File: src/hw/rtl/perlin_noise_3d_macros.svh
// ---------------------------------------------------------------------------
// perlin_noise_3d assertion macros
// Shorthand for clocked assertions on clk with asynchronous reset arst_n.
// ---------------------------------------------------------------------------
`ifndef PERLIN_NOISE_3D_MACROS_SVH
`define PERLIN_NOISE_3D_MACROS_SVH

// Consequent must hold in the same cycle as the antecedent.
`define PN_ASSERT_SAME(name, ante, cons, msg) \
	name: assert property (@(posedge clk) disable iff (!arst_n) (ante) |-> (cons)) \
		else $error(msg);

// Consequent must hold in the cycle after the antecedent.
`define PN_ASSERT_NEXT(name, ante, cons, msg) \
	name: assert property (@(posedge clk) disable iff (!arst_n) (ante) |=> (cons)) \
		else $error(msg);

`endif

File: src/hw/rtl/pn_pkg.sv
// ---------------------------------------------------------------------------
// pn_pkg
// Shared constants, types and functions of the 3D gradient noise block.
// ---------------------------------------------------------------------------
`default_nettype none

package pn_pkg;

	localparam int FRAC_BITS = 16;
	localparam int COORD_W   = 24;
	localparam int TBL_DEPTH = 256;
	localparam int TBL_AW    = 8;
	localparam int NUM_RD    = 14;
	localparam int NUM_RAM   = NUM_RD / 2;
	localparam int VAL_W     = 19;
	localparam int FADE_W    = 17;

	localparam logic OP_EVAL  = 1'b0;
	localparam logic OP_WRITE = 1'b1;

	typedef logic signed [VAL_W-1:0] val_t;
	typedef logic [FADE_W-1:0] fade_t;
	typedef logic [TBL_AW-1:0] tbl_addr_t;

	typedef struct packed {
		logic      we;
		tbl_addr_t idx;
		logic [7:0] val;
	} tbl_wr_t;

	localparam logic [7:0] PERM_RESET [TBL_DEPTH] = '{
		8'd151,8'd160,8'd137,8'd91,8'd90,8'd15,8'd131,8'd13,8'd201,8'd95,8'd96,8'd53,
		8'd194,8'd233,8'd7,8'd225,8'd140,8'd36,8'd103,8'd30,8'd69,8'd142,
		8'd8,8'd99,8'd37,8'd240,8'd21,8'd10,8'd23,8'd190,8'd6,8'd148,8'd247,8'd120,
		8'd234,8'd75,8'd0,8'd26,8'd197,8'd62,8'd94,8'd252,8'd219,8'd203,8'd117,
		8'd35,8'd11,8'd32,8'd57,8'd177,8'd33,8'd88,8'd237,8'd149,8'd56,8'd87,8'd174,
		8'd20,8'd125,8'd136,8'd171,8'd168,8'd68,8'd175,8'd74,8'd165,8'd71,
		8'd134,8'd139,8'd48,8'd27,8'd166,8'd77,8'd146,8'd158,8'd231,8'd83,8'd111,
		8'd229,8'd122,8'd60,8'd211,8'd133,8'd230,8'd220,8'd105,8'd92,8'd41,
		8'd55,8'd46,8'd245,8'd40,8'd244,8'd102,8'd143,8'd54,8'd65,8'd25,8'd63,8'd161,
		8'd1,8'd216,8'd80,8'd73,8'd209,8'd76,8'd132,8'd187,8'd208,8'd89,
		8'd18,8'd169,8'd200,8'd196,8'd135,8'd130,8'd116,8'd188,8'd159,8'd86,8'd164,
		8'd100,8'd109,8'd198,8'd173,8'd186,8'd3,8'd64,8'd52,8'd217,8'd226,
		8'd250,8'd124,8'd123,8'd5,8'd202,8'd38,8'd147,8'd118,8'd126,8'd255,8'd82,
		8'd85,8'd212,8'd207,8'd206,8'd59,8'd227,8'd47,8'd16,8'd58,8'd17,8'd182,
		8'd189,8'd28,8'd42,8'd223,8'd183,8'd170,8'd213,8'd119,8'd248,8'd152,8'd2,
		8'd44,8'd154,8'd163,8'd70,8'd221,8'd153,8'd101,8'd155,8'd167,
		8'd43,8'd172,8'd9,8'd129,8'd22,8'd39,8'd253,8'd19,8'd98,8'd108,8'd110,8'd79,
		8'd113,8'd224,8'd232,8'd178,8'd185,8'd112,8'd104,8'd218,8'd246,
		8'd97,8'd228,8'd251,8'd34,8'd242,8'd193,8'd238,8'd210,8'd144,8'd12,8'd191,
		8'd179,8'd162,8'd241,8'd81,8'd51,8'd145,8'd235,8'd249,8'd14,8'd239,
		8'd107,8'd49,8'd192,8'd214,8'd31,8'd181,8'd199,8'd106,8'd157,8'd184,8'd84,
		8'd204,8'd176,8'd115,8'd121,8'd50,8'd45,8'd127,8'd4,8'd150,8'd254,
		8'd138,8'd236,8'd205,8'd93,8'd222,8'd114,8'd67,8'd29,8'd24,8'd72,8'd243,
		8'd141,8'd128,8'd195,8'd78,8'd66,8'd215,8'd61,8'd156,8'd180
	};

	// Fraction of a coordinate as a Q0.16 value.
	function automatic logic [15:0] frac_q16(logic [COORD_W-1:0] c);
		logic [COORD_W+15:0] t;
		t = {c, 16'b0} >> FRAC_BITS;
		return t[15:0];
	endfunction

	// Integer part of a coordinate modulo 256.
	function automatic tbl_addr_t int_part(logic [COORD_W-1:0] c);
		logic [COORD_W-1:0] t;
		t = c >> FRAC_BITS;
		return t[TBL_AW-1:0];
	endfunction

	// Dot product of a cube-edge gradient, picked by the hash, with the offset vector.
	function automatic val_t grad(logic [3:0] h, val_t x, val_t y, val_t z);
		val_t u;
		val_t v;
		u = (h < 4'd8) ? x : y;
		if (h < 4'd4) begin
			v = y;
		end else if (h == 4'd12 || h == 4'd14) begin
			v = x;
		end else begin
			v = z;
		end
		return (h[0] ? -u : u) + (h[1] ? -v : v);
	endfunction

endpackage

`default_nettype wire

File: src/hw/rtl/pn_fade.sv
// ---------------------------------------------------------------------------
// pn_fade
// Four-stage pipelined quintic fade 6t^5 - 15t^4 + 10t^3 in Q16.
// ---------------------------------------------------------------------------
`default_nettype none

module pn_fade (
	input  wire logic        clk,
	input  wire logic        en,
	input  wire logic [15:0] n,
	output pn_pkg::fade_t    fade
);

	logic [15:0] n_s2;
	logic [31:0] sq_s2;
	logic [19:0] s16_s3;
	logic [31:0] m_s3;
	logic [35:0] f_s4;
	logic [37:0] poly;
	logic [15:0] n2;
	logic [15:0] n3;

	always_comb begin
		n2   = sq_s2[31:16];
		poly = 38'd6 * {6'd0, sq_s2} + (38'd10 << 32) - ((38'd15 * {22'd0, n_s2}) << 16);
		n3   = m_s3[31:16];
	end

	always_ff @(posedge clk) begin
		if (en) begin
			n_s2   <= n;
			sq_s2  <= n * n;
			s16_s3 <= poly[35:16];
			m_s3   <= n2 * n_s2;
			f_s4   <= n3 * s16_s3;
			fade   <= (f_s4[35:16] > 20'd65536) ? pn_pkg::FADE_W'(65536) : f_s4[32:16];
		end
	end

endmodule

`default_nettype wire

File: config.mk
export PLATFORM = sky130hd
export DESIGN_NAME = pn_fade
export DESIGN_NICKNAME = d
export VERILOG_FILES = /design/src/hw/rtl/perlin_noise_3d_macros.svh /design/src/hw/rtl/pn_pkg.sv /design/src/hw/rtl/pn_fade.sv
export SDC_FILE = /design/constraint.sdc
export NUM_CORES = 2
export LEC_CHECK = 0
export BUFFER_PORTS_ARGS = -buffer_cell sky130_fd_sc_hd__buf_2
export CAP_MARGIN = 20
export CORE_UTILIZATION = 50
export CTS_BUF_LIST = sky130_fd_sc_hd__clkbuf_16
export CTS_CLUSTER_SIZE = 28
export DETAILED_ROUTE_END_ITERATION = 16
export GPL_ROUTABILITY_DRIVEN = 0
export HOLD_SLACK_MARGIN = 0.08
export PLACE_DENSITY = 0.71
export SLEW_MARGIN = 30
export SYNTH_ARGS = -nofsm -noshare
export SYNTH_HDL_FRONTEND = slang
export SYNTH_SLANG_ARGS = --single-unit
File: constraint.sdc
create_clock -name clk -period 19.3 [get_ports clk]
set_input_delay 2.895 -clock clk [delete_from_list [all_inputs] [get_ports clk]]
set_output_delay 2.895 -clock clk [all_outputs]
set_load 0.005 [all_outputs]
==> Yosys cells after proc, flatten, opt, wreduce, memory -nomap -nowiden <==
Index checks and enable logic that the tools add are counted.
{ "totals": {"output_inout_bits": 17, "ff_bits": 153, "in_bits": 18} }
{ "classes": {"order_cmp": 1, "add_sub_neg": 2, "n_mul": 5} }
{ "op_table": {"columns": ["operator", "n"], "rows": [
  ["multiplier 16 x 16 -> 32 bit", 2],
  ["adder 35 x 36 -> 36 bit (second input constant)", 1],
  ["multiplier 16 x 20 -> 36 bit", 1],
  ["subtractor 36 bit", 1],
  ["multiplier 2 x 32 -> 34 bit (first input constant)", 1],
  ["> comparator 20 x 17 -> 1 bit (second input constant)", 1],
  ["multiplier 4 x 16 -> 20 bit (first input constant)", 1]
]} }

==> Longest topological paths before layout <==
{ "depth": {"depth_word": 3, "mapped_depth": 25, "ltp_nobuf": 24} }

==> Worst setup path before layout <==
OpenSTA, ideal clock, no wires.
{ "synth_path": {"kind": "in2reg", "from": "input port n[3]", "to": "register sq_s2[28] (data pin)", "path_buffers": 1, "path_stages": 21, "setup_time_ns": 0.265, "required_time_ns": 19.035, "arrival_time_ns": 8.001, "slack_ns": 11.034, "path_cell_list": "clkbuf_1 -> nand2_1 -> fa_1 -> fa_1 -> inv_1 -> fa_1 -> fa_1 -> fa_1 -> inv_1 -> fa_1 -> inv_1 -> ha_1 -> a21oi_1 -> o22ai_1 -> o31ai_1 -> a21oi_1 -> a21oi_1 -> o31ai_1 -> o211ai_1 -> nand2b_1 -> xor2_1"} }
{ "synth_via": {"elab_chain_cells": 1} }
{ "synth_lines": {"columns": ["element", "line", "text"], "rows": [
  ["start: declaration", "pn_fade.sv:10", "input wire logic [15:0] n,"],
  ["multiplier 16 x 16 -> 32 bit", "pn_fade.sv:32", "sq_s2 <= n * n;"],
  ["end signal: assignment", "pn_fade.sv:32", null],
  ["end: declaration", "pn_fade.sv:15", "logic [31:0] sq_s2;"]
]} }
No other way between the ends.
A chain may end at the register's enable or synchronous reset.

==> Worst setup path after layout <==
{ "layout_path": {"from": "input port n[10]", "to": "register sq_s2[28] (data pin)"} }
The elaborated chain is that of the path after synthesis.

==> impl_metrics.ini <==
[placed_design]
hpwl_mm = 57.3
port_buffers = 34
placed_cell_area_sq_um = 33900

[clocking]
clk_path_buf_depth = 2
cts_tree = done
cts_root_buf = clkbuf_16
clk_latency_ns = 0.48
ctsResizeCount = 0
cts_made_buffers = 17
clk_pin_slew_ns = 0.06
postCtsHoldBufs = 0
h-tree-depth = 4
postCtsSetupBuffers = 0
clock_sinks = 119

[floorplan]
die_width_um = 259
start_util_pct = 50.9
die_area_sq_um = 67000
core_area_sq_um = 64800
rows = 93
ios = 35
die_y_um = 259

[global_route]
grt_max_degree = 74
grt_overflow = 0
antenna_found_initial = 0
grt_pass1_wl_mm = 123
grt_usage_pct = 23.0
grt_pass1_vias = 24811

[critical_path]
cp_common_cell = fa_1
r2r-start = sq_s2[23]$_DFFE_PP_
crit_fanout = 13
max_stage_delay_ns = 0.58
start_kind = primary input
crit_chain = buf_2, inv_1, nor2_1, fa_1, fa_1, fa_1, fa_1, fa_1, inv_1, fa_1, inv_1, ha_1, a21oi_1, o22ai_1, o31ai_1, a21oi_1, a21oi_1, o31ai_1, o211ai_1, nand2b_1, xor2_1
critPathCaptureType = flop
slowest_stage = fa_1
arrival_ns = 8.71
path_buf_inv = 4
crit_type = in -> reg
cp.required_ns = 19.51
cp_top_family = adder cells
crit_start = n[10]

[detailed_routing]
drt_iter0_markers = 1273
vias = 22978
drt_pre_antenna_iters = 5
avgViaCountPerCell = 5.29
antenna_left = 0
drc = 0
routed_wl_mm = 72.4
wl_per_cell_um = 16.7

[synthesis]
syn_area_sq_um = 33000
synth_fp_nets = 4581
synth_cells = 3516
synth_edf_count = 119
async_reset_ff_share_pct = 0
yosys_warnings = 0
postSynthAreaPerCell_sq_um = 9.38
yosysUniqueCellTypes = 69
ys_ff_latch = 119
synth_flop_cell = edfxtp_1
synth_seq_area_share_pct = 10.8

[sta]
hold_viol_final = 0
rsz0062_at_grt = false
fin_crit_sh_pct = 44.0
report.final.slew_viol_count = 0
period_needed_ns = 8.50
tightest_slew_ns = 0.999
setup_violations = 0
clock_skew_ns = 0.0128
maxSlewHeadroom_pct = 33.4
finalSetupTns_ns = 0
fmax_mhz = 118

[layout]
post-route-util_pct = 53.3
drive_above_1_share_pct = 2.81
syn_to_final_growth_pct = 4.75
fin_area_sq_um = 34500
diodes = 0
final_nets = 4540

[run]
cap_viol_max_count = 0

[worst_hold_path]
worstHoldStart = f_s4[16]$_DFFE_PP_
min_path_type = reg -> reg

[status]
run_status = completed
-- worst paths after layout --
check / end / slack, ns / cells after the start
worst max-delay path: sq_s2[28]$_DFFE_PP_ / 10.80 / 21
worst min-delay path: fade[0]$_SDFFCE_PN0P_ / 0.55 / 1
worst max register to register: m_s3[31]$_DFFE_PP_ / 12.17 / 22
worst min register to register: fade[0]$_SDFFCE_PN0P_ / 0.55 / 1
-- worst register-to-register path, delay by kind of cell, from the launching register on --
kind / cells / cell delay (ns)
buf+inv: 5 / 0.27
xor+xnor: 1 / 0.13
compound gates: 5 / 1.26
simple gates: 4 / 0.83
flops: 1 / 0.96
fa+ha+maj: 7 / 3.42
-- area by class of cell --
| cell class | instances | area (sq um) |
|---|---|---|
| clock buffer | 17 | 425 |
| tap | 855 | 1070 |
| inverter | 770 | 2890 |
| clock inverter | 14 | 176 |
| timing repair buffer | 52 | 312 |
| sequential | 119 | 3570 |
| fill | 5735 | 30300 |
| multi-input combinational | 2515 | 26100 |
-- cells in the mapped netlist (17+ instances only) --
| cell type | number | area [sq um] |
|---|---|---|
| a21o_1 | 37 | 278 |
| a21oi_1 | 120 | 601 |
| and2_1 | 326 | 2040 |
| clkbuf_1 | 107 | 402 |
| edfxtp_1 | 119 | 3570 |
| fa_1 | 636 | 12700 |
| ha_1 | 411 | 5140 |
| inv_1 | 770 | 2890 |
| nand2_1 | 441 | 1660 |
| nand3_1 | 28 | 140 |
| nor2_1 | 82 | 308 |
| nor2b_1 | 17 | 106 |
| nor3_1 | 30 | 150 |
| o21a_1 | 24 | 180 |
| o21ai_0 | 48 | 240 |
| xnor2_1 | 78 | 683 |
| xor2_1 | 48 | 420 |
-- registers in the layout, indices dropped and copies added (netlist names) --
signal  count
sq_s2      30
n_s2       16
s16_s3     20
f_s4       20
fade       17
m_s3       16
-- routing by layer --
layer / up-vias / track usage (%) / wire length (um)
met2: 630 / 38.7 / 34300
met5: - / 0 / 0
met4: 0 / 7.53 / 1760
met1: 11460 / 30.5 / 32300
met3: 119 / 3.35 / 4010
li1: 10769 / - / -
-- cells in the final DEF, fill, tap and decap left out, types with 4 or more instances in the layout --
cell / netlist / final
buf_2: 2 / 33
o21bai_1: 13 / 13
or3_1: 4 / 4
nand2_1: 441 / 441
nand3_1: 28 / 28
nor3_1: 30 / 30
o21a_1: 24 / 24
nand4_1: 12 / 12
a21oi_1: 120 / 120
xnor2_1: 78 / 78
nor2b_1: 17 / 17
ha_1: 411 / 411
o21ai_0: 48 / 48
a31oi_1: 15 / 15
o21ai_1: 15 / 15
nor4_1: 7 / 7
edfxtp_1: 119 / 119
a21o_1: 37 / 37
clkbuf_16: 0 / 17
and2_1: 326 / 326
nor2_1: 82 / 82
buf_4: 0 / 18
o211ai_1: 13 / 13
fa_1: 636 / 636
and4_1: 4 / 4
and3_1: 15 / 15
a211o_1: 7 / 7
xor2_1: 48 / 48
inv_1: 770 / 770
a211oi_1: 13 / 13
clkinv_4: 0 / 4
or2_2: 4 / 4
nand2b_1: 14 / 14
-- cells by family (layout without fill, tap and decap cells) --
group,after synthesis,after routing,synth area share [%]
flops,119,119,10.8
compound gates,344,344,6.65
fa+ha+maj,1047,1047,54.2
simple gates,993,993,14.7
buf+inv,882,853,10.0
mux,3,3,0.0949
xor+xnor,127,127,3.41
other cells,1,1,0.0114
-- metrics by stage --
stage / setup WS (ns) / instances / hold WS [ns]
2_1_floorplan: 11.03 / 3516 / 0.506
3_3_place_gp: 10.54 / 4311 / 0.535
3_5_place_dp: 10.44 / 4311 / 0.537
5_1_grt: 10.52 / 4342 / 0.567
4_1_cts: 10.88 / 4342 / 0.551
6_report: 10.80 / 4342 / 0.552
Power is left out: the tool's default activity adds up to more than one toggle a clock period on the data nets, which glitch-free logic cannot reach.
