[src/hw/rtl/perlin_noise_3d_macros.svh]
// ---------------------------------------------------------------------------
// perlin_noise_3d assertion macros
// Shorthand for clocked assertions on clk with asynchronous reset arst_n.
// ---------------------------------------------------------------------------
`ifndef PERLIN_NOISE_3D_MACROS_SVH
`define PERLIN_NOISE_3D_MACROS_SVH

// Consequent must hold in the same cycle as the antecedent.
`define PN_ASSERT_SAME(name, ante, cons, msg) \
	name: assert property (@(posedge clk) disable iff (!arst_n) (ante) |-> (cons)) \
		else $error(msg);

// Consequent must hold in the cycle after the antecedent.
`define PN_ASSERT_NEXT(name, ante, cons, msg) \
	name: assert property (@(posedge clk) disable iff (!arst_n) (ante) |=> (cons)) \
		else $error(msg);

`endif

[src/hw/rtl/pn_pkg.sv]
// ---------------------------------------------------------------------------
// pn_pkg
// Shared constants, types and functions of the 3D gradient noise block.
// ---------------------------------------------------------------------------
`default_nettype none

package pn_pkg;

	localparam int FRAC_BITS = 16;
	localparam int COORD_W   = 24;
	localparam int TBL_DEPTH = 256;
	localparam int TBL_AW    = 8;
	localparam int NUM_RD    = 14;
	localparam int NUM_RAM   = NUM_RD / 2;
	localparam int VAL_W     = 19;
	localparam int FADE_W    = 17;

	localparam logic OP_EVAL  = 1'b0;
	localparam logic OP_WRITE = 1'b1;

	typedef logic signed [VAL_W-1:0] val_t;
	typedef logic [FADE_W-1:0] fade_t;
	typedef logic [TBL_AW-1:0] tbl_addr_t;

	typedef struct packed {
		logic      we;
		tbl_addr_t idx;
		logic [7:0] val;
	} tbl_wr_t;

	localparam logic [7:0] PERM_RESET [TBL_DEPTH] = '{
		8'd151,8'd160,8'd137,8'd91,8'd90,8'd15,8'd131,8'd13,8'd201,8'd95,8'd96,8'd53,
		8'd194,8'd233,8'd7,8'd225,8'd140,8'd36,8'd103,8'd30,8'd69,8'd142,
		8'd8,8'd99,8'd37,8'd240,8'd21,8'd10,8'd23,8'd190,8'd6,8'd148,8'd247,8'd120,
		8'd234,8'd75,8'd0,8'd26,8'd197,8'd62,8'd94,8'd252,8'd219,8'd203,8'd117,
		8'd35,8'd11,8'd32,8'd57,8'd177,8'd33,8'd88,8'd237,8'd149,8'd56,8'd87,8'd174,
		8'd20,8'd125,8'd136,8'd171,8'd168,8'd68,8'd175,8'd74,8'd165,8'd71,
		8'd134,8'd139,8'd48,8'd27,8'd166,8'd77,8'd146,8'd158,8'd231,8'd83,8'd111,
		8'd229,8'd122,8'd60,8'd211,8'd133,8'd230,8'd220,8'd105,8'd92,8'd41,
		8'd55,8'd46,8'd245,8'd40,8'd244,8'd102,8'd143,8'd54,8'd65,8'd25,8'd63,8'd161,
		8'd1,8'd216,8'd80,8'd73,8'd209,8'd76,8'd132,8'd187,8'd208,8'd89,
		8'd18,8'd169,8'd200,8'd196,8'd135,8'd130,8'd116,8'd188,8'd159,8'd86,8'd164,
		8'd100,8'd109,8'd198,8'd173,8'd186,8'd3,8'd64,8'd52,8'd217,8'd226,
		8'd250,8'd124,8'd123,8'd5,8'd202,8'd38,8'd147,8'd118,8'd126,8'd255,8'd82,
		8'd85,8'd212,8'd207,8'd206,8'd59,8'd227,8'd47,8'd16,8'd58,8'd17,8'd182,
		8'd189,8'd28,8'd42,8'd223,8'd183,8'd170,8'd213,8'd119,8'd248,8'd152,8'd2,
		8'd44,8'd154,8'd163,8'd70,8'd221,8'd153,8'd101,8'd155,8'd167,
		8'd43,8'd172,8'd9,8'd129,8'd22,8'd39,8'd253,8'd19,8'd98,8'd108,8'd110,8'd79,
		8'd113,8'd224,8'd232,8'd178,8'd185,8'd112,8'd104,8'd218,8'd246,
		8'd97,8'd228,8'd251,8'd34,8'd242,8'd193,8'd238,8'd210,8'd144,8'd12,8'd191,
		8'd179,8'd162,8'd241,8'd81,8'd51,8'd145,8'd235,8'd249,8'd14,8'd239,
		8'd107,8'd49,8'd192,8'd214,8'd31,8'd181,8'd199,8'd106,8'd157,8'd184,8'd84,
		8'd204,8'd176,8'd115,8'd121,8'd50,8'd45,8'd127,8'd4,8'd150,8'd254,
		8'd138,8'd236,8'd205,8'd93,8'd222,8'd114,8'd67,8'd29,8'd24,8'd72,8'd243,
		8'd141,8'd128,8'd195,8'd78,8'd66,8'd215,8'd61,8'd156,8'd180
	};

	// Fraction of a coordinate as a Q0.16 value.
	function automatic logic [15:0] frac_q16(logic [COORD_W-1:0] c);
		logic [COORD_W+15:0] t;
		t = {c, 16'b0} >> FRAC_BITS;
		return t[15:0];
	endfunction

	// Integer part of a coordinate modulo 256.
	function automatic tbl_addr_t int_part(logic [COORD_W-1:0] c);
		logic [COORD_W-1:0] t;
		t = c >> FRAC_BITS;
		return t[TBL_AW-1:0];
	endfunction

	// Dot product of a cube-edge gradient, picked by the hash, with the offset vector.
	function automatic val_t grad(logic [3:0] h, val_t x, val_t y, val_t z);
		val_t u;
		val_t v;
		u = (h < 4'd8) ? x : y;
		if (h < 4'd4) begin
			v = y;
		end else if (h == 4'd12 || h == 4'd14) begin
			v = x;
		end else begin
			v = z;
		end
		return (h[0] ? -u : u) + (h[1] ? -v : v);
	endfunction

endpackage

`default_nettype wire

[src/hw/rtl/pn_lerp.sv]
// ---------------------------------------------------------------------------
// pn_lerp
// Three-stage linear blend a + floor(t * (b - a) / 2^16).
// ---------------------------------------------------------------------------
`default_nettype none

module pn_lerp (
	input  wire logic          clk,
	input  wire logic          en,
	input  wire pn_pkg::fade_t t,
	input  wire pn_pkg::val_t  a,
	input  wire pn_pkg::val_t  b,
	output pn_pkg::val_t       r
);

	logic signed [pn_pkg::VAL_W:0]    d_s1;
	pn_pkg::val_t                     a_s1;
	pn_pkg::fade_t                    t_s1;
	logic signed [pn_pkg::VAL_W+18:0] p_s2;
	pn_pkg::val_t                     a_s2;
	logic signed [pn_pkg::VAL_W+18:0] sh;

	assign sh = p_s2 >>> 16;

	always_ff @(posedge clk) begin
		if (en) begin
			d_s1 <= {b[pn_pkg::VAL_W-1], b} - {a[pn_pkg::VAL_W-1], a};
			a_s1 <= a;
			t_s1 <= t;
			p_s2 <= $signed({1'b0, t_s1}) * d_s1;
			a_s2 <= a_s1;
			r    <= a_s2 + sh[pn_pkg::VAL_W-1:0];
		end
	end

endmodule

`default_nettype wire

[config.mk]
export PLATFORM = sky130hd
export DESIGN_NAME = pn_lerp
export DESIGN_NICKNAME = d
export VERILOG_FILES = /design/src/hw/rtl/perlin_noise_3d_macros.svh /design/src/hw/rtl/pn_pkg.sv /design/src/hw/rtl/pn_lerp.sv
export SDC_FILE = /design/constraint.sdc
export NUM_CORES = 1
export LEC_CHECK = 0
export BUFFER_PORTS_ARGS = -buffer_cell sky130_fd_sc_hd__buf_2
export CAP_MARGIN = 15
export CORE_MARGIN = 4
export CORE_UTILIZATION = 25
export DETAILED_ROUTE_END_ITERATION = 10
export PLACE_DENSITY = 0.38
export SYNTH_ARGS = -nofsm -noshare
export SYNTH_HDL_FRONTEND = slang
export SYNTH_SLANG_ARGS = --single-unit
[constraint.sdc]
create_clock -name clk -period 12.85 [get_ports clk]
set_input_delay 2.57 -clock clk [delete_from_list [all_inputs] [get_ports clk]]
set_output_delay 2.57 -clock clk [all_outputs]
set_load 0.005 [all_outputs]
; ---- Yosys cells after proc, flatten, opt, wreduce, memory -nomap -nowiden
; Index checks and enable logic that the tools add are counted.
[op_classes]
addsub = 2
mul = 1
div = 0
order_cmp = 0
n_eq_ne = 0
shifts = 0
mux = 0
bitwise = 0
reduce_logical = 0
[ops]
columns = op, n
row1 = $mul A18 B20 Y35, 1
row2 = $sub A19 B19 Y20, 1
row3 = $add A19 B19 Y19, 1
[word_totals]
register_bits = 129
latchBits = 0
ram_bits = 0
mem_bits_ro = 0
inputBits = 57
out_inout_bits = 19
elab_cells = 9
mem_count = 0

; ---- Longest topological paths before layout
; Gate-level depths: netlist of run 1.
[depth]
depth_word = 1
mapped_depth = 23
ltp_nobuf = 22

; ---- Worst setup path before layout of run 1
; OpenSTA, ideal clock, no wires.
[synth_timing]
kind = register to register
startpoint = register d_s1[19] (netlist name)
endpoint = register p_s2[31] (netlist name) (data pin)
setup_ns = 0.258
arrival_time_ns = 5.526
t_required_ns = 12.592
setup_slack_ns = 7.066
stages_incl_launch_ff = 19
path_buffers = 1
synth_period_minus_slack_ns = 5.784
cell_sequence = edfxtp_1 clkbuf_1 nand2_1 fa_1 fa_1 inv_1 fa_1 fa_1 fa_1 fa_1 ha_1 a21oi_1 o211ai_1 a31oi_1 o31ai_1 or2_1 a21o_1 a21oi_2 xnor2_1
[synth_between]
elab_chain_cells = 1
[synth_lines]
columns = item, line_no
row1 = "start, declared", pn_lerp.sv:16  ; logic signed [pn_pkg::VAL_W:0] d_s1;
row2 = "start signal, assigned", pn_lerp.sv:27  ; d_s1 <= {b[pn_pkg::VAL_W-1], b} - {a[pn_pkg::VAL_W-1], a};
row3 = $mul A18 B20 Y35, pn_lerp.sv:30  ; p_s2 <= $signed({1'b0, t_s1}) * d_s1;
row4 = "end signal, assigned", pn_lerp.sv:30
row5 = "end, declared", pn_lerp.sv:19  ; logic signed [pn_pkg::VAL_W+18:0] p_s2;
; No other way between the ends.
; A chain may end at the register's enable or synchronous reset.

; ---- Final worst setup path of run 1
[layout_timing]
startpoint = register t_s1[3]
endpoint = register p_s2[33] (netlist name) (data pin)
[layout_between]
elab_chain_cells = 1
[layout_lines]
columns = item, line_no
row1 = "start, declared", pn_lerp.sv:18  ; pn_pkg::fade_t t_s1;
row2 = "start signal, assigned", pn_lerp.sv:29  ; t_s1 <= t;
row3 = $mul A18 B20 Y35, pn_lerp.sv:30
; No other way between the ends.

==> summary.txt, run 1 <==
port bufs: 75
Antenna Cells: 0
highest clock rate: 151.3 MHz
final WL: 44650 um
Setup Buffers After CTS: 0
Cell Area, Synth: 16610 um^2
CTS Buf Count: 17
vias in the first global route: 12450
post-synthesis register bit count: 113
Worst-path clk slew: 0.07 ns
Initial Util: 25.26%
yosys warns: 0
Max stage delay on crit path: 0.86 ns
Worst Hold Launch: a_s1[1]
RSZ-0062 raised after global routing: false
Hold Buf Count CTS: 0
Core ar.: 65750 um^2
share of the synthesized area in the top cell type: 38.70%
part of the Yosys area used for sequential elements: 20.43%
# setup viols final: 0
Worst path slowest cell: edfxtp_1
largest net degree at the start of global routing: 74
total track usage: 13.47%
IO Count: 76
Clock Latency Late Sink: 0.47 ns
Synth async-reset ratio: 0%
CTS tree: yes
share of layout cells above drive strength 1: 7.859%
FF-to-FF Start: t_s1[3]
wire per inst: 17.38 um
Synth area leaders: fa_1, edfxtp_1, ha_1
final hold vios: 0
drt first pass iters: 5
Synth area leader: fa_1
Bufs on Longest Clock Path: 2
post-CTS sizing: 0
Slew headroom: 31.74%
CP bufs+invs: 1
die span in y: 265.7 um
actual slew at the worst max-slew pin: 1.024 ns
clock root cell: clkbuf_16
predominant post-synthesis flop cell: edfxtp_1
Mapped Cells: 1638
Worst Path Arrival: 6.82 ns
Rows: 94
RD Place Congestion: 0.7644
# fillers: 6892
first-pass GRT wire length: 71630 um
fin crit share: 51.43%
Slew Limit Fails: 0
CP Cell Sequence: nand2_1 > fa_1 > fa_1 > inv_1 > fa_1 > fa_1 > fa_1 > fa_1 > ha_1 > a21oi_1 > o211ai_1 > a31oi_1 > o31ai_1 > o2111ai_1 > nand3b_1 > a21oi_1 > xnor2_1
delay-heaviest family, CP: adder cells
antenna violations before repair: 0
HP Class: flop to flop
overall die width: 265.7 um
Detail Route Antenna Nets: 0
Crit Path Class: flop to flop
H-Tree Depth: 4
CP dominant cell by count: fa_1
total number of vias: 10850
max_cap viols: 0
startpoint types: flop
Post-synth EDFFs: 113
Final nets: 2191
crit end category: flop
remaining routing DRC violations: 0
Clock Skews: 0.01142 ns
Area Overhead vs Synth: 12.22%
Vias/cell: 4.222
Synth Area per Inst: 10.14 um^2
DP HPWL: 34570 um
Critical Path Start: t_s1[3]
die area: 70610 um^2
critical path required time: 13.06 ns
post-route setup TNS: 0 ns
Overflow after GRT: 0
CP max FO: 20
Final min period: 6.608 ns
clk sinks: 113
syn_nets: 2137
status: finished, final reports clean
initial DRC count: 391
synth unique cells: 55
==> layout make-up <==
cell class              instances  area [um^2]  area share, %
clock buffers                  18        429.2          2.303
clock inverters                14        235.2          1.262
inverters                     403         1513          8.117
multi-input cells            1068        11500          61.70
flip-flops and latches        113         3393          18.21
well taps                     864         1081          5.801
repair buffers                 89        486.7          2.612
==> sequential cells by signal, summed over array words and instances, names as in the netlist <==
signal,count
a_s1,19
a_s2,19
r,19
d_s1,20
p_s2,19
t_s1,17
==> final timing paths <==
path | endpoint | slack (ns) | cells after the start
worst min register to register | a_s2[1] | 0.42 | 0
worst min-delay path | a_s2[1] | 0.42 | 0
worst max-delay path | p_s2[33] | 6.24 | 17
worst max register to register | p_s2[33] | 6.24 | 17
==> through the flow <==
step | instance area (um^2) | hold WS, ns | cells | setup WS (ns) | utilization [%]
floorplan | 16610 | 0.4003 | 1638 | 7.066 | -
global placement | 17970 | 0.4006 | 2537 | 6.094 | 27.33
detailed placement | 17970 | 0.4052 | 2537 | 6.100 | 27.33
CTS | 18640 | 0.4192 | 2569 | 6.074 | 28.34
global route | 18640 | 0.4195 | 2569 | 5.771 | 28.34
finish | 18640 | 0.4165 | 2569 | 6.242 | 28.34
==> cell families (layout without fill, tap and decap cells) <==
family	Yosys count	after routing	synth area share, %
buffers and inverters	457	524	10.33
adder cells (fa/ha/maj)	442	442	47.81
AND/OR/NAND/NOR	440	440	13.12
AO/OA/AOI/OAI	128	128	5.244
flip-flops	113	113	20.43
XOR/XNOR	58	58	3.059
==> metal layers <==
metal	track usage [%]	routed length (um)	part of all wire, %
met5	0	0	0
met1	16.40	18900	42
met3	2.013	1017	2.3
met2	24.66	23820	53
met4	3.991	914	2.0
==> synthesized netlist by cell type, drive strengths merged, types with 2 or more instances <==
cell type,number
inv,403
fa,321
nand2,192
and2,160
ha,121
edfxtp,113
clkbuf,53
xnor2,46
a21oi,41
nor2,37
o21ai,25
xor2,12
nor3,11
a211oi,10
a21o,10
o21a,7
a21boi,6
nand3,6
o211ai,6
and3,5
or2,5
nand2b,4
nand4,4
nor2b,4
o21bai,4
a31oi,3
o31ai,3
or4,3
and4,2
nor4,2
o31a,2
or3,2
==> layout by cell type, fill, tap and decap left out, types with 7 or more instances in the layout <==
master	Yosys	final
and2_1	160	160
inv_1	403	403
clkbuf_16	0	17
a21oi_1	38	38
a211oi_1	8	8
o21ai_0	21	21
ha_1	121	121
nor2_1	37	37
xnor2_1	46	46
edfxtp_1	113	113
buf_4	0	14
nand2_1	192	192
a21o_1	10	10
buf_2	0	74
o21a_1	7	7
nor3_1	11	11
fa_1	321	321
xor2_1	12	12
Power of run 1 is not shown: default switching activity piles up to over one toggle a cycle in this logic, so the estimate is an artifact.
==> run 2: changes to the inputs <==
--- a/config.mk
+++ b/config.mk
@@ -10,7 +10,7 @@
 export CORE_MARGIN = 4
 export CORE_UTILIZATION = 25
 export DETAILED_ROUTE_END_ITERATION = 10
-export PLACE_DENSITY = 0.38
+export PLACE_DENSITY = 0.4
 export SYNTH_ARGS = -nofsm -noshare
 export SYNTH_HDL_FRONTEND = slang
 export SYNTH_SLANG_ARGS = --single-unit
==> constraint.sdc (replaced) <==
create_clock -name clk -period 5.71 [get_ports clk]
set_input_delay 1.142 -clock clk [delete_from_list [all_inputs] [get_ports clk]]
set_output_delay 1.142 -clock clk [all_outputs]
set_load 0.005 [all_outputs]
==> run 2 against run 1 <==
  * The flow now finishes with violations (negative setup slack)
  * Non-clock buffer count increased by 163
  * Critical path depth increased by 4
  * Worst setup slack got worse by 6.4 ns
  * Fmax increased by 13%
  * Clock skew increased by 0.0025 ns
  * Design area increased by 9.7%
  * Routed wire length decreased by 1.9%
  * First-iteration DRC count decreased by 0.51%
  * Critical endpoint is now p_s2[30]
  * Count of clock-buffer cells in the layout increased by 1
  * Final cell count increased by 6.3%
  * Register-to-register slack got worse by 6.4 ns
==> summary.txt, run 2 (synthesis results as in run 1) <==
Initial Util: 25.26% (unchanged)
drt first pass iters: 4 (-1)
RSZ-0062 raised after global routing: true
highest clock rate: 170.3 MHz (+13%)
Crit. path cell count: 21 (+4)
Rows: 94 (unchanged)
Bufs on Longest Clock Path: 2 (unchanged)
H-Tree Depth: 4 (unchanged)
clk sinks: 113 (unchanged)
actual slew at the worst max-slew pin: 0.8569 ns (-0.1670 ns)
most frequent cells in the layout: inv_1, fa_1, nand2_1, and2_1, buf_4
final hold vios: 0 (unchanged)
WHS Path Cells: 0 (unchanged)
setup ws final: -0.1627 ns (-6.405 ns)
Area Overhead vs Synth: 23.16%
Slew Limit Fails: 0 (unchanged)
IO Count: 76 (unchanged)
startpoint types: flop
die span in y: 265.7 um (unchanged)
Vias/cell: 4.094 (-3.0%)
CP bufs+invs: 6 (+5)
Crit Path Class: flop to flop
RD Place Congestion: 0.8105 (+6.0%)
Finished Cell Area: 20450 um^2 (+9.7%)
Largest Register: d_s1
Area after DPL: 19290 um^2 (+7.4%)
HP Class: flop to flop
Clock Skews: 0.01392 ns (+0.002497 ns)
Hold Buf Count CTS: 0 (unchanged)
RR Endpoint: p_s2[30]
Overflow after GRT: 0 (unchanged)
Slew headroom: 42.87% (+11 points)
Clock Latency Late Sink: 0.44 ns (-0.03 ns)
CTS Buf Count: 17 (unchanged)
Final min period: 5.873 ns (-0.7355 ns)
total track usage: 13.12% (-0.35 points)
Final nets: 2354 (+7.4%)
final WL: 43800 um (-1.9%)
max_cap viols: 0 (unchanged)
Worst Path Arrival: 6.07 ns (-0.75 ns)
Detail Route Antenna Nets: 0 (unchanged)
clock root cell: clkbuf_16
largest net degree at the start of global routing: 84 (+14%)
Worst path slowest cell: fa_1
Largest register FFs: 20 (unchanged)
crit end category: flop
CTS tree: yes
Worst R2R Setup Slack: -0.16 ns (-6.40 ns)
# fillers: 6857 (-0.51%)
CP Cell Sequence: buf_12 > and2_4 > fa_1 > inv_1 > fa_1 > fa_1 > inv_1 > fa_1 > fa_1 > fa_1 > ha_4 > a21oi_2 > o21ai_1 > buf_4 > nor3_2 > buf_4 > o31ai_4 > or2_1 > a21o_1 > buf_4 > xor2_1
vias in the first global route: 12970 (+4.2%)
overall die width: 265.7 um (unchanged)
Antenna Cells: 0 (unchanged)
remaining routing DRC violations: 0 (unchanged)
initial DRC count: 389 (-0.51%)
worst reg2reg path depth: 21 (+4)
critical path required time: 5.90 ns (-7.16 ns)
Core ar.: 65750 um^2 (unchanged)
Critical Path Start: t_s1[6]
status: finished with violations
antenna violations before repair: 1 (+1)
CP max FO: 14 (-30%)
FF-to-FF Start: t_s1[6]
post-route setup TNS: -0.6859 ns (-0.6859 ns)
share of layout cells above drive strength 1: 19.66% (+12 points)
Worst-path clk slew: 0.06 ns (about the same)
port bufs: 75 (unchanged)
die area: 70610 um^2 (unchanged)
Max stage delay on crit path: 0.58 ns (-0.28 ns)
total number of vias: 11180 (+3.1%)
DP HPWL: 37650 um (+8.9%)
first-pass GRT wire length: 71330 um (-0.41%)
Worst setup endpoint: p_s2[30]
CP dominant cell by count: fa_1
# setup viols final: 6 (+6)
wire per inst: 16.04 um (-7.7%)
fin crit share: 102.8% (+51 points)
delay-heaviest family, CP: adder cells
failing checks: negative setup slack
commonest non-fill, non-tap cell in the layout: inv_1
run 2: layer usage:
metal,up-vias,routed length (um),track usage (%)
met3,30,909,2.041
met1,5683,18660,15.94
li1,5382,-,-
met4,2,615,2.585
met2,83,23610,24.61
met5,-,11,0
run 2: cell type report:
| class | count | area (um^2) | area share, % |
|---|---|---|---|
| timing repair buffer | 252 | 2032 | 9.935 |
| tap | 864 | 1081 | 5.286 |
| multi-input combinational | 1068 | 11830 | 57.86 |
| clock inverter | 12 | 166.4 | 0.8137 |
| sequential | 113 | 3393 | 16.59 |
| clock buffer | 19 | 432.9 | 2.117 |
| inverter | 403 | 1513 | 7.396 |
run 2: worst register-to-register path, cell delays in order, from the launching register on:
cell,delay (ns)
edfxtp_1,0.41
buf_12,0.17
and2_4,0.14
fa_1,0.53
inv_1,0.05
fa_1,0.49
fa_1,0.55
inv_1,0.06
fa_1,0.46
fa_1,0.49
fa_1,0.58
ha_4,0.23
a21oi_2,0.12
o21ai_1,0.09
buf_4,0.15
nor3_2,0.16
buf_4,0.15
o31ai_4,0.08
or2_1,0.23
a21o_1,0.21
buf_4,0.14
xor2_1,0.13
run 2: worst min path at each step:
stage             start  endpoint
6_report        a_s1[5]   a_s2[5]
5_1_grt         a_s1[5]   a_s2[5]
2_1_floorplan   a_s1[0]   a_s2[0]
4_1_cts         a_s1[5]   a_s2[5]
3_5_place_dp   a_s1[14]  a_s2[14]
3_3_place_gp   a_s1[18]  a_s2[18]
run 2: per-stage QoR:
step	hold slack, ns	setup slack (ns)	std cells	util (%)
6_report	0.4128	-0.1627	2731	31.11
5_1_grt	0.4204	-0.4157	2731	31.11
4_1_cts	0.4126	-0.1747	2725	30.86
3_5_place_dp	0.4045	-0.4667	2680	29.35
3_3_place_gp	0.4013	-0.4448	2680	29.35
2_1_floorplan	0.4003	0.03593	1638	-
run 2: what timing repair did:
action,4_1_cts,5_1_grt
setup endpoints to repair,15,16
pin swaps,34,19
endpoints found under the hold margin,0,0
resized for setup,69,37
buffers inserted,14,6
cloned,0,0
Power of run 2 is left out for the same reason.
